## src/hw/rtl/slps_pkg.sv

```systemverilog
// types and constants of the status led pattern sequencer
package slps_pkg;

   typedef enum logic [2:0] {
      MODE_INITIAL      = 3'd0,
      MODE_SETUP        = 3'd1,
      MODE_CONNECT      = 3'd2,
      MODE_COMMISSIONED = 3'd3,
      MODE_FACTORY      = 3'd4,
      MODE_RELAY        = 3'd5
   } mode_type;

   typedef enum logic [1:0] {
      NET_NONE         = 2'd0,
      NET_SETUP        = 2'd1,
      NET_CONNECTED    = 2'd2,
      NET_COMMISSIONED = 2'd3
   } net_type;

   typedef enum logic [2:0] {
      CSR_BLINK_PERIOD   = 3'd0,
      CSR_ON_PHASE       = 3'd1,
      CSR_OFF_PHASE      = 3'd2,
      CSR_LONG_DURATION  = 3'd3,
      CSR_SHORT_DURATION = 3'd4
   } csr_index_type;

   localparam logic [6:0]  BLINK_PERIOD_RESET   = 7'd50;
   localparam logic [5:0]  ON_PHASE_RESET       = 6'd26;
   localparam logic [5:0]  OFF_PHASE_RESET      = 6'd1;
   localparam logic [15:0] LONG_DURATION_RESET  = 16'd45000;
   localparam logic [15:0] SHORT_DURATION_RESET = 16'd150;
   localparam logic [6:0]  BLINK_PERIOD_MAX     = 7'd64;

   localparam int CSR_DATA_WIDTH = 16;
   localparam int REQ_DATA_WIDTH = 8;
   localparam int RSP_DATA_WIDTH = 8;

   typedef struct packed {
      logic [6:0]  blink_period;
      logic [5:0]  on_phase;
      logic [5:0]  off_phase;
      logic [15:0] long_duration;
      logic [15:0] short_duration;
   } cfg_type;

   typedef struct packed {
      logic       write_network;
      logic [1:0] network_value;
      logic       write_factory;
      logic       factory_value;
   } req_item_type;

   typedef struct packed {
      logic     green_on;
      logic     red_on;
      mode_type led_mode;
      logic     pattern_done;
   } rsp_item_type;

endpackage

```

## src/hw/rtl/status_led_pattern_sequencer.sv

```systemverilog
// top level of the status led pattern sequencer
//
//   group  direction  word
//   req    in         one tick: network and factory flag writes
//   rsp    out        one result per tick: led drives, mode, done
//   csr    in         register index and write data
//
// one word per clock sustained while rsp is not stalled; a tick's update runs
// from the input register through the core logic into the result register.
// rsp valid rises when a word moves from the input into the result register.
// reset is synchronous; it empties both registers and loads register defaults.
// a stalled rsp holds its word; the input register keeps taking words
// while the result register drains in the same cycle.
module status_led_pattern_sequencer (
   input  logic                                 clock,
   input  logic                                 reset,
   input  logic                                 req_tvalid,
   output logic                                 req_tready,
   // write_network, network_value[1:0], write_factory, factory_value
   input  logic [slps_pkg::REQ_DATA_WIDTH-1:0]  req_tdata,
   output logic                                 rsp_tvalid,
   input  logic                                 rsp_tready,
   // green_on, red_on, led_mode[2:0], pattern_done
   output logic [slps_pkg::RSP_DATA_WIDTH-1:0]  rsp_tdata,
   input  logic                                 csr_valid,
   output logic                                 csr_ready,
   input  slps_pkg::csr_index_type              csr_index,
   input  logic [slps_pkg::CSR_DATA_WIDTH-1:0]  csr_wdata
);
   import slps_pkg::*;

   cfg_type      cfg;
   req_item_type in_item_ff, in_item_in;
   logic         in_valid_ff, in_valid_in;
   rsp_item_type rsp_item_ff, rsp_item_in;
   logic         rsp_valid_ff, rsp_valid_in;
   rsp_item_type core_result;
   logic         req_take;
   logic         fire;

   slps_csr u_csr (
      .clock     (clock),
      .reset     (reset),
      .csr_valid (csr_valid),
      .csr_ready (csr_ready),
      .csr_index (csr_index),
      .csr_wdata (csr_wdata),
      .cfg       (cfg)
   );

   slps_core u_core (
      .clock   (clock),
      .reset   (reset),
      .step_en (fire),
      .cfg     (cfg),
      .item    (in_item_ff),
      .result  (core_result)
   );

   assign fire       = in_valid_ff && (!rsp_valid_ff || rsp_tready);
   assign req_tready = !in_valid_ff || fire;
   assign req_take   = req_tvalid && req_tready;

   always_comb begin
      in_item_in = in_item_ff;
      if (req_take) begin
         in_item_in.write_network = req_tdata[0];
         in_item_in.network_value = req_tdata[2:1];
         in_item_in.write_factory = req_tdata[3];
         in_item_in.factory_value = req_tdata[4];
      end
      if (req_take) begin
         in_valid_in = 1'b1;
      end else if (fire) begin
         in_valid_in = 1'b0;
      end else begin
         in_valid_in = in_valid_ff;
      end
      rsp_item_in = fire ? core_result : rsp_item_ff;
      if (fire) begin
         rsp_valid_in = 1'b1;
      end else if (rsp_tready) begin
         rsp_valid_in = 1'b0;
      end else begin
         rsp_valid_in = rsp_valid_ff;
      end
   end

   always_ff @(posedge clock) begin
      if (reset) begin
         in_valid_ff  <= 1'b0;
         rsp_valid_ff <= 1'b0;
      end else begin
         in_valid_ff  <= in_valid_in;
         rsp_valid_ff <= rsp_valid_in;
      end
   end

   always_ff @(posedge clock) begin
      in_item_ff  <= in_item_in;
      rsp_item_ff <= rsp_item_in;
   end

   assign rsp_tvalid = rsp_valid_ff;
   assign rsp_tdata  = {2'b00, rsp_item_ff.pattern_done, rsp_item_ff.led_mode,
                        rsp_item_ff.red_on, rsp_item_ff.green_on};

endmodule

```

## src/hw/rtl/slps_csr.sv

```systemverilog
// configuration register file of the status led pattern sequencer
module slps_csr (
   input  logic                                 clock,
   input  logic                                 reset,
   input  logic                                 csr_valid,
   output logic                                 csr_ready,
   input  slps_pkg::csr_index_type              csr_index,
   input  logic [slps_pkg::CSR_DATA_WIDTH-1:0]  csr_wdata,
   output slps_pkg::cfg_type                    cfg
);
   import slps_pkg::*;

   cfg_type cfg_ff;
   cfg_type cfg_in;

   assign csr_ready = 1'b1;
   assign cfg       = cfg_ff;

   always_comb begin
      cfg_in = cfg_ff;
      if (csr_valid) begin
         unique case (csr_index)
            CSR_BLINK_PERIOD:   cfg_in.blink_period   = csr_wdata[6:0];
            CSR_ON_PHASE:       cfg_in.on_phase       = csr_wdata[5:0];
            CSR_OFF_PHASE:      cfg_in.off_phase      = csr_wdata[5:0];
            CSR_LONG_DURATION:  cfg_in.long_duration  = csr_wdata[15:0];
            CSR_SHORT_DURATION: cfg_in.short_duration = csr_wdata[15:0];
            default: ;
         endcase
      end
   end

   always_ff @(posedge clock) begin
      if (reset) begin
         cfg_ff.blink_period   <= BLINK_PERIOD_RESET;
         cfg_ff.on_phase       <= ON_PHASE_RESET;
         cfg_ff.off_phase      <= OFF_PHASE_RESET;
         cfg_ff.long_duration  <= LONG_DURATION_RESET;
         cfg_ff.short_duration <= SHORT_DURATION_RESET;
      end else begin
         cfg_ff <= cfg_in;
      end
   end

endmodule

```

## src/hw/rtl/slps_core.sv

```systemverilog
// pattern state registers and the per-tick update logic
module slps_core (
   input  logic                   clock,
   input  logic                   reset,
   input  logic                   step_en,
   input  slps_pkg::cfg_type      cfg,
   input  slps_pkg::req_item_type item,
   output slps_pkg::rsp_item_type result
);
   import slps_pkg::*;

   logic [1:0]  latched_ff, latched_in;
   logic [1:0]  seen_ff, seen_in;
   mode_type    mode_ff, mode_in;
   mode_type    prev_ff, prev_in;
   logic [15:0] tick_ff, tick_in;
   logic [5:0]  phase_ff, phase_in;
   logic        done_ff, done_in;
   logic        factory_ff, factory_in;
   logic        green_ff, green_in;
   logic        red_ff, red_in;

   logic [6:0]  period_lim;
   logic [6:0]  phase_next;
   logic        finish;

   always_comb begin
      if (cfg.blink_period == 7'd0) begin
         period_lim = 7'd1;
      end else if (cfg.blink_period > BLINK_PERIOD_MAX) begin
         period_lim = BLINK_PERIOD_MAX;
      end else begin
         period_lim = cfg.blink_period;
      end
      phase_next = {1'b0, phase_ff} + 7'd1;
   end

   always_comb begin
      latched_in = item.write_network ? item.network_value : latched_ff;
      factory_in = item.write_factory ? item.factory_value : factory_ff;
      seen_in    = latched_in;
      mode_in    = mode_ff;

      // mode pick from a newly latched network state
      if (seen_ff != latched_in) begin
         unique case (net_type'(latched_in))
            NET_SETUP:        mode_in = MODE_SETUP;
            NET_CONNECTED:    mode_in = MODE_CONNECT;
            NET_COMMISSIONED: mode_in = MODE_COMMISSIONED;
            default: ;
         endcase
      end
      if (factory_in) begin
         mode_in = MODE_FACTORY;
      end
      if (done_ff) begin
         mode_in = MODE_RELAY;
      end

      prev_in  = mode_in;
      done_in  = done_ff;
      tick_in  = tick_ff;
      phase_in = phase_ff;
      if (prev_ff != mode_in) begin
         done_in  = 1'b0;
         tick_in  = '0;
         phase_in = '0;
      end else if (tick_ff < cfg.long_duration) begin
         tick_in  = tick_ff + 16'd1;
         phase_in = (phase_next >= period_lim) ? 6'd0 : phase_next[5:0];
      end

      green_in = green_ff;
      red_in   = red_ff;
      finish   = 1'b0;
      unique case (mode_in)
         MODE_SETUP: begin
            if (phase_in == cfg.on_phase) begin
               green_in = 1'b1;
               red_in   = 1'b0;
            end else if (phase_in == cfg.off_phase) begin
               green_in = 1'b0;
               red_in   = 1'b0;
            end
            finish = (tick_in == cfg.long_duration);
         end
         MODE_CONNECT, MODE_COMMISSIONED: begin
            if (tick_in == 16'd1) begin
               green_in = 1'b1;
               red_in   = (mode_in == MODE_COMMISSIONED);
            end else if (tick_in == cfg.short_duration) begin
               finish = 1'b1;
            end
         end
         MODE_FACTORY: begin
            if (phase_in == cfg.on_phase) begin
               green_in = 1'b1;
               red_in   = 1'b0;
            end else if (phase_in == cfg.off_phase) begin
               green_in = 1'b0;
               red_in   = 1'b1;
            end
         end
         default: ;
      endcase

      // pattern end: leds off, latched state cleared
      if (finish) begin
         green_in   = 1'b0;
         red_in     = 1'b0;
         done_in    = 1'b1;
         seen_in    = '0;
         mode_in    = MODE_INITIAL;
         prev_in    = MODE_INITIAL;
         latched_in = '0;
         factory_in = 1'b0;
      end
   end

   assign result.green_on     = green_in;
   assign result.red_on       = red_in;
   assign result.led_mode     = mode_in;
   assign result.pattern_done = done_in;

   always_ff @(posedge clock) begin
      if (reset) begin
         latched_ff <= '0;
         seen_ff    <= '0;
         mode_ff    <= MODE_INITIAL;
         prev_ff    <= MODE_INITIAL;
         tick_ff    <= '0;
         phase_ff   <= '0;
         done_ff    <= 1'b0;
         factory_ff <= 1'b0;
         green_ff   <= 1'b0;
         red_ff     <= 1'b0;
      end else if (step_en) begin
         latched_ff <= latched_in;
         seen_ff    <= seen_in;
         mode_ff    <= mode_in;
         prev_ff    <= prev_in;
         tick_ff    <= tick_in;
         phase_ff   <= phase_in;
         done_ff    <= done_in;
         factory_ff <= factory_in;
         green_ff   <= green_in;
         red_ff     <= red_in;
      end
   end

endmodule

```

## config.mk

```make
export PLATFORM = sky130hd
export DESIGN_NAME = status_led_pattern_sequencer
export DESIGN_NICKNAME = d
export VERILOG_FILES = /design/src/hw/rtl/slps_pkg.sv /design/src/hw/rtl/status_led_pattern_sequencer.sv /design/src/hw/rtl/slps_csr.sv /design/src/hw/rtl/slps_core.sv
export SDC_FILE = /design/constraint.sdc
export NUM_CORES = 1
export LEC_CHECK = 0
export BUFFER_PORTS_ARGS = -buffer_cell sky130_fd_sc_hd__buf_2
export CORE_MARGIN = 2
export CORE_UTILIZATION = 55
export CTS_CLUSTER_DIAMETER = 60
export DETAILED_ROUTE_END_ITERATION = 8
export PLACE_DENSITY = 0.73
export SLEW_MARGIN = 20
export SYNTH_ARGS = -nofsm -noshare
export SYNTH_HDL_FRONTEND = slang
export SYNTH_SLANG_ARGS = --single-unit
```

## constraint.sdc

```tcl
create_clock -name clock -period 5.9 [get_ports clock]
set_input_delay 0.59 -clock clock [delete_from_list [all_inputs] [get_ports clock]]
set_output_delay 0.59 -clock clock [all_outputs]
set_load 0.02 [all_outputs]
```

# After elaboration in Yosys (flattened, before gate mapping)
# Cells that the tools add are included.
[totals]
reg_bits = 95
input_bits = 32
out_inout_bits = 11
elab_cells = 100
[op_classes]
addsub = 2
order_cmp = 3
n_eq_ne = 18
n_mux = 37
reduce_logical = 17
[ops]
columns = ["operator", "count"]
rows = [
  ["16-bit == test", 2],
  ["16-bit 2-to-1 mux", 2],
  ["1-bit 2-to-1 mux", 20],
  ["6-bit 2-to-1 mux", 3],
  ["16-bit by 1-bit adder with 16-bit output (second input constant)", 1],
  ["16-bit by 1-bit == test with 1-bit output (second input constant)", 1],
  ["16-bit less-than comparator", 1],
  ["7-bit 2-to-1 mux", 2],
  ["3-bit by 2-bit == test with 1-bit output (second input constant)", 4],
  ["6-bit == test", 2],
  ["3-bit 2-to-1 mux", 4],
  ["2-bit AND reduction", 5],
  ["3-bit case mux with 3 select lines", 1],
  ["6-bit by 1-bit adder with 7-bit output (second input constant)", 1],
  ["7-bit >= comparator", 1],
  ["7-bit greater-than comparator (second input constant)", 1],
  ["7-bit zero test", 1],
  ["3-bit by 1-bit == test with 1-bit output (second input constant)", 2],
  ["3-bit == test (second input constant)", 2],
  ["2-bit == test (second input constant)", 2],
  ["2-bit 2-to-1 mux", 2],
  ["1-bit case mux with 2 select lines", 2],
  ["2-bit nonzero test", 2],
  ["2-bit OR reduction", 2],
  ["other kinds (8)", 11],
]

# Logic depth before layout (Yosys ltp)
[logic_depth]
depth_word = 13
mapped_depth = 17
mapped_depth_nobuf = 15

# Cells and area by module
# Synthesis repeated with hierarchy kept, for this count alone.
[unflattened]
cells_unflattened = 828
area_unflattened_um2 = 6766.5
[modules_own_cells]
columns = ["module", "instances", "cells_per_inst", "area_each_um2", "seq_area_each_um2"]
rows = [
  ["slps_core", 1, 597, 4197.8, 620.6],
  ["slps_csr", 1, 207, 2115.8, 1021.0],
  ["status_led_pattern_sequencer", 1, 24, 452.9, 370.4],
]

# Least setup slack after synthesis
# No wires, ideal clock.
[synth_timing]
path_type = "flip-flop to flip-flop"
from = "register u_csr.cfg_ff, in the netlist u_csr.cfg[29]"
to = "register rsp_item_ff, in the netlist rsp_tdata[5] (data pin)"
setup_time_ps = 254
arrival_ps = 3376
required_ps = 5646
setup_slack_ps = 2270
stages_incl_launch_ff = 15
path_buffers = 2
period_less_slack_ps = 3630
path_cell_list = "dfxtp_1 inv_1 ha_1 a211oi_1 o21ai_1 a22o_2 nor4_2 xnor2_1 nand3_1 or4_1 buf_2 and4b_1 a32oi_2 buf_6 nand2_1"
[synth_rtl]
columns = ["element", "line", "text"]
rows = [
  ["start, declared", "slps_csr.sv:13", "cfg_type cfg_ff;"],
  ["start signal, assigned", "slps_csr.sv:41", "cfg_ff <= cfg_in;"],
  ["end signal, assigned", "status_led_pattern_sequencer.sv:101", "rsp_item_ff <= rsp_item_in;"],
  ["end, declared", "status_led_pattern_sequencer.sv:35", "rsp_item_type rsp_item_ff, rsp_item_in;"],
]

==> impl_metrics.toml <==
[synthesis]
synth.distinct_cells = 85
synth_common_cells = "nand2_1, dfxtp_1, a21oi_1, nor2_1, inv_1"
synth_area_leaders = "dfxtp_1, nand2_1, a21oi_1"
async_flop_share_pct = 0
yosysMostFrequentCell = "nand2_1"
syn_area_per_cell_sq_um = 7.747
synth_edf_count = 11
synth_flop_cell = "dfxtp_1"
ys_ff_latch = 95
syn_inst = 878
yosysSeqAreaShare_pct = 29.58
netlist_area_sq_um = 6802
yosysWarnings = 0
synth_top_area_share_pct = 24.72
yosys.area.top_type = "dfxtp_1"

[critical_path]
crit_arrival_ns = 5.17
endpoint_kind = "register"
crit_required_ns = 6.12
start_kind = "register"
crit_type = "register to register"
critPathMaxFanout = 17

[clock_tree]
clk_pin_slew_ns = 0.07
cts_resized = 0
clock_latency_ns = 0.36
ctsHoldBuffers = 0
clockRootBuffer = "clkbuf_16"
cts_tree = "yes"
numCtsBuffers = 9
htreeDepth = 3
cts.sinks = 95
ctsLongestPathBuffers = 2
cts_setup_buffers = 0

[sta]
period_share_pct = 83.93
fin_skew_ns = 0.008343
hold_viol = 0
rsz0062_at_grt = "false"
max_freq_ghz = 0.2019
finalSetupTns_ns = 0
layout_min_cycle_time_ns = 4.952
whs_ns = 0.4094
slew_violations = 0
setup_viol = 0
max_slew.worst_pin.slew_ns = 0.9644
slew_headroom_pct = 35.47

[detailed_routing]
viasPerCell = 6.466
vias = 6848
wl_per_cell_um = 19.47
dr.pass1.iters = 5
drc_errors = 0
drt-initial-drc-count = 918
postRouteAntennaNets = 0
routed_wirelength_um = 20620

[power_and_ir_drop]
worst_ir_drop_vdd_v = 0.0001867
p_leak_nw = 2.819
power_density_nw_per_um2 = 206.4

[grt]
grt.total_usage_pct = 31.77
grt_overflow = 0
grt_max_degree = 87
first_global_vias = 6281
antenna_found_initial = 0
grt_first_pass_wirelength_um = 33060

[finish]
nets = 942
area_delta_synth_final_pct = 7.947
fin_util_pct = 60.87
multi_input_area_sq_um = 4437
antennaDiodeCount = 0
regArea_sq_um = 2012
n_fill_cell = 1118
drive_gt1_share_pct = 10.55

[floorplan]
die-area_sq_um = 13270
core_sq_um = 12060
die-width_um = 115.2
rows = 40
ios = 43
die_y_um = 115.2
initial_utilization_pct = 56.39

[placement]
io_buffers = 36
gp_congestion = 0.9937
dp_hpwl_um = 15060

[status]
status = "completed"

[worst_hold_path]
hold_path.class = "input pin to register"

[run]
maxCapViolCount = 0
==> critical path: stages (launching register included) <==
cell and delay (ns):
dfxtp_1 0.50, inv_1 0.11, ha_1 0.32, nand4_1 0.18, or2_1 0.31, o21ai_2 0.70, nor4_2 0.22, xnor2_1 0.52
nand3b_1 0.12, or4_1 0.67, and4b_1 0.28, a32oi_2 0.60, o211a_1 0.28
==> metal layers <==
layer / up-vias / GRT usage, % / wire (um)
met5: - / 0 / 0
met4: 0 / 10.20 / 382
met3: 39 / 5.588 / 1662
met2: 337 / 48.35 / 9066
met1: 3225 / 45.75 / 9513
li1: 3247 / - / -
==> state kept, by name, summed over array words and instances, names as in the netlist <==
name / count
u_core.red_ff: 1
u_core.done_ff: 1
rsp_tvalid: 1
u_core.tick_ff: 16
u_core.latched_ff: 2
rsp_tdata: 6
in_valid_ff: 1
u_core.green_ff: 1
u_core.mode_ff: 3
u_csr.cfg: 51
u_core.factory_ff: 1
u_core.phase_ff: 6
in_item_ff: 5
==> where the power goes <==
group | internal, mW | total [mW] | switching (mW)
Sequential | 0.673 | 0.696 | 0.0234
Clock | 0.340 | 0.610 | 0.270
Combinational | 0.0709 | 0.209 | 0.138
Total | 1.08 | 1.52 | 0.431
==> metrics by stage <==
step | cells | cell area (sq um) | total power, mW | worst slack (ns)
after global placement | 1043 | 7042 | 0.9066 | 1.179
after global routing | 1059 | 7342 | 1.557 | 0.7607
after CTS | 1059 | 7342 | 1.509 | 1.077
after floorplan | 879 | 6805 | 0.8465 | 2.270
final | 1059 | 7342 | 1.515 | 0.9482
after detailed placement | 1043 | 7042 | 0.9136 | 1.105
==> cells by family (layout without fill, tap and decap cells) <==
family / Yosys count / in the layout / synth area share (%)
DFF: 95 / 95 / 29.58
and+or+nand+nor: 394 / 394 / 30.08
xor gates and xnor gates: 28 / 28 / 4.323
buffers and inverters: 85 / 97 / 5.243
other: 2 / 3 / 0.1104
adders and majority gates: 24 / 24 / 4.415
AOI/OAI and AO/OA: 237 / 237 / 24.32
muxes: 13 / 13 / 1.932
==> final cells by class <==
class,count,area share (%)
multi-input cells,699,60.43
well taps,168,2.863
repair buffers,45,3.374
inverters,36,1.840
flip-flops and latches,95,27.40
clock buffers,11,3.306
clock inverters,5,0.7839
==> layout by cell type (no fill, tap or decap), drive strengths merged, types with 19 or more instances in the layout <==
| cell | instances |
|---|---|
| dfxtp | 84 |
| ha | 24 |
| a21oi | 72 |
| nor3 | 19 |
| o21ai | 38 |
| nand2 | 136 |
| inv | 35 |
| nand3b | 21 |
| nand3 | 26 |
| nor2 | 69 |
| buf | 45 |
==> final timing paths <==
kind / to / start / depth (start not counted) / slack [ns]
setup reg to reg: rsp_tdata[1] / u_csr.cfg[28] / 12 / 0.95
hold / removal: in_item_ff[3] / req_tdata[2] / 1 / 0.41
hold reg to reg: u_core.factory_ff / u_core.factory_ff / 2 / 0.46
setup / recovery: rsp_tdata[1] / u_csr.cfg[28] / 12 / 0.95
(Power assumes the default switching activity.)
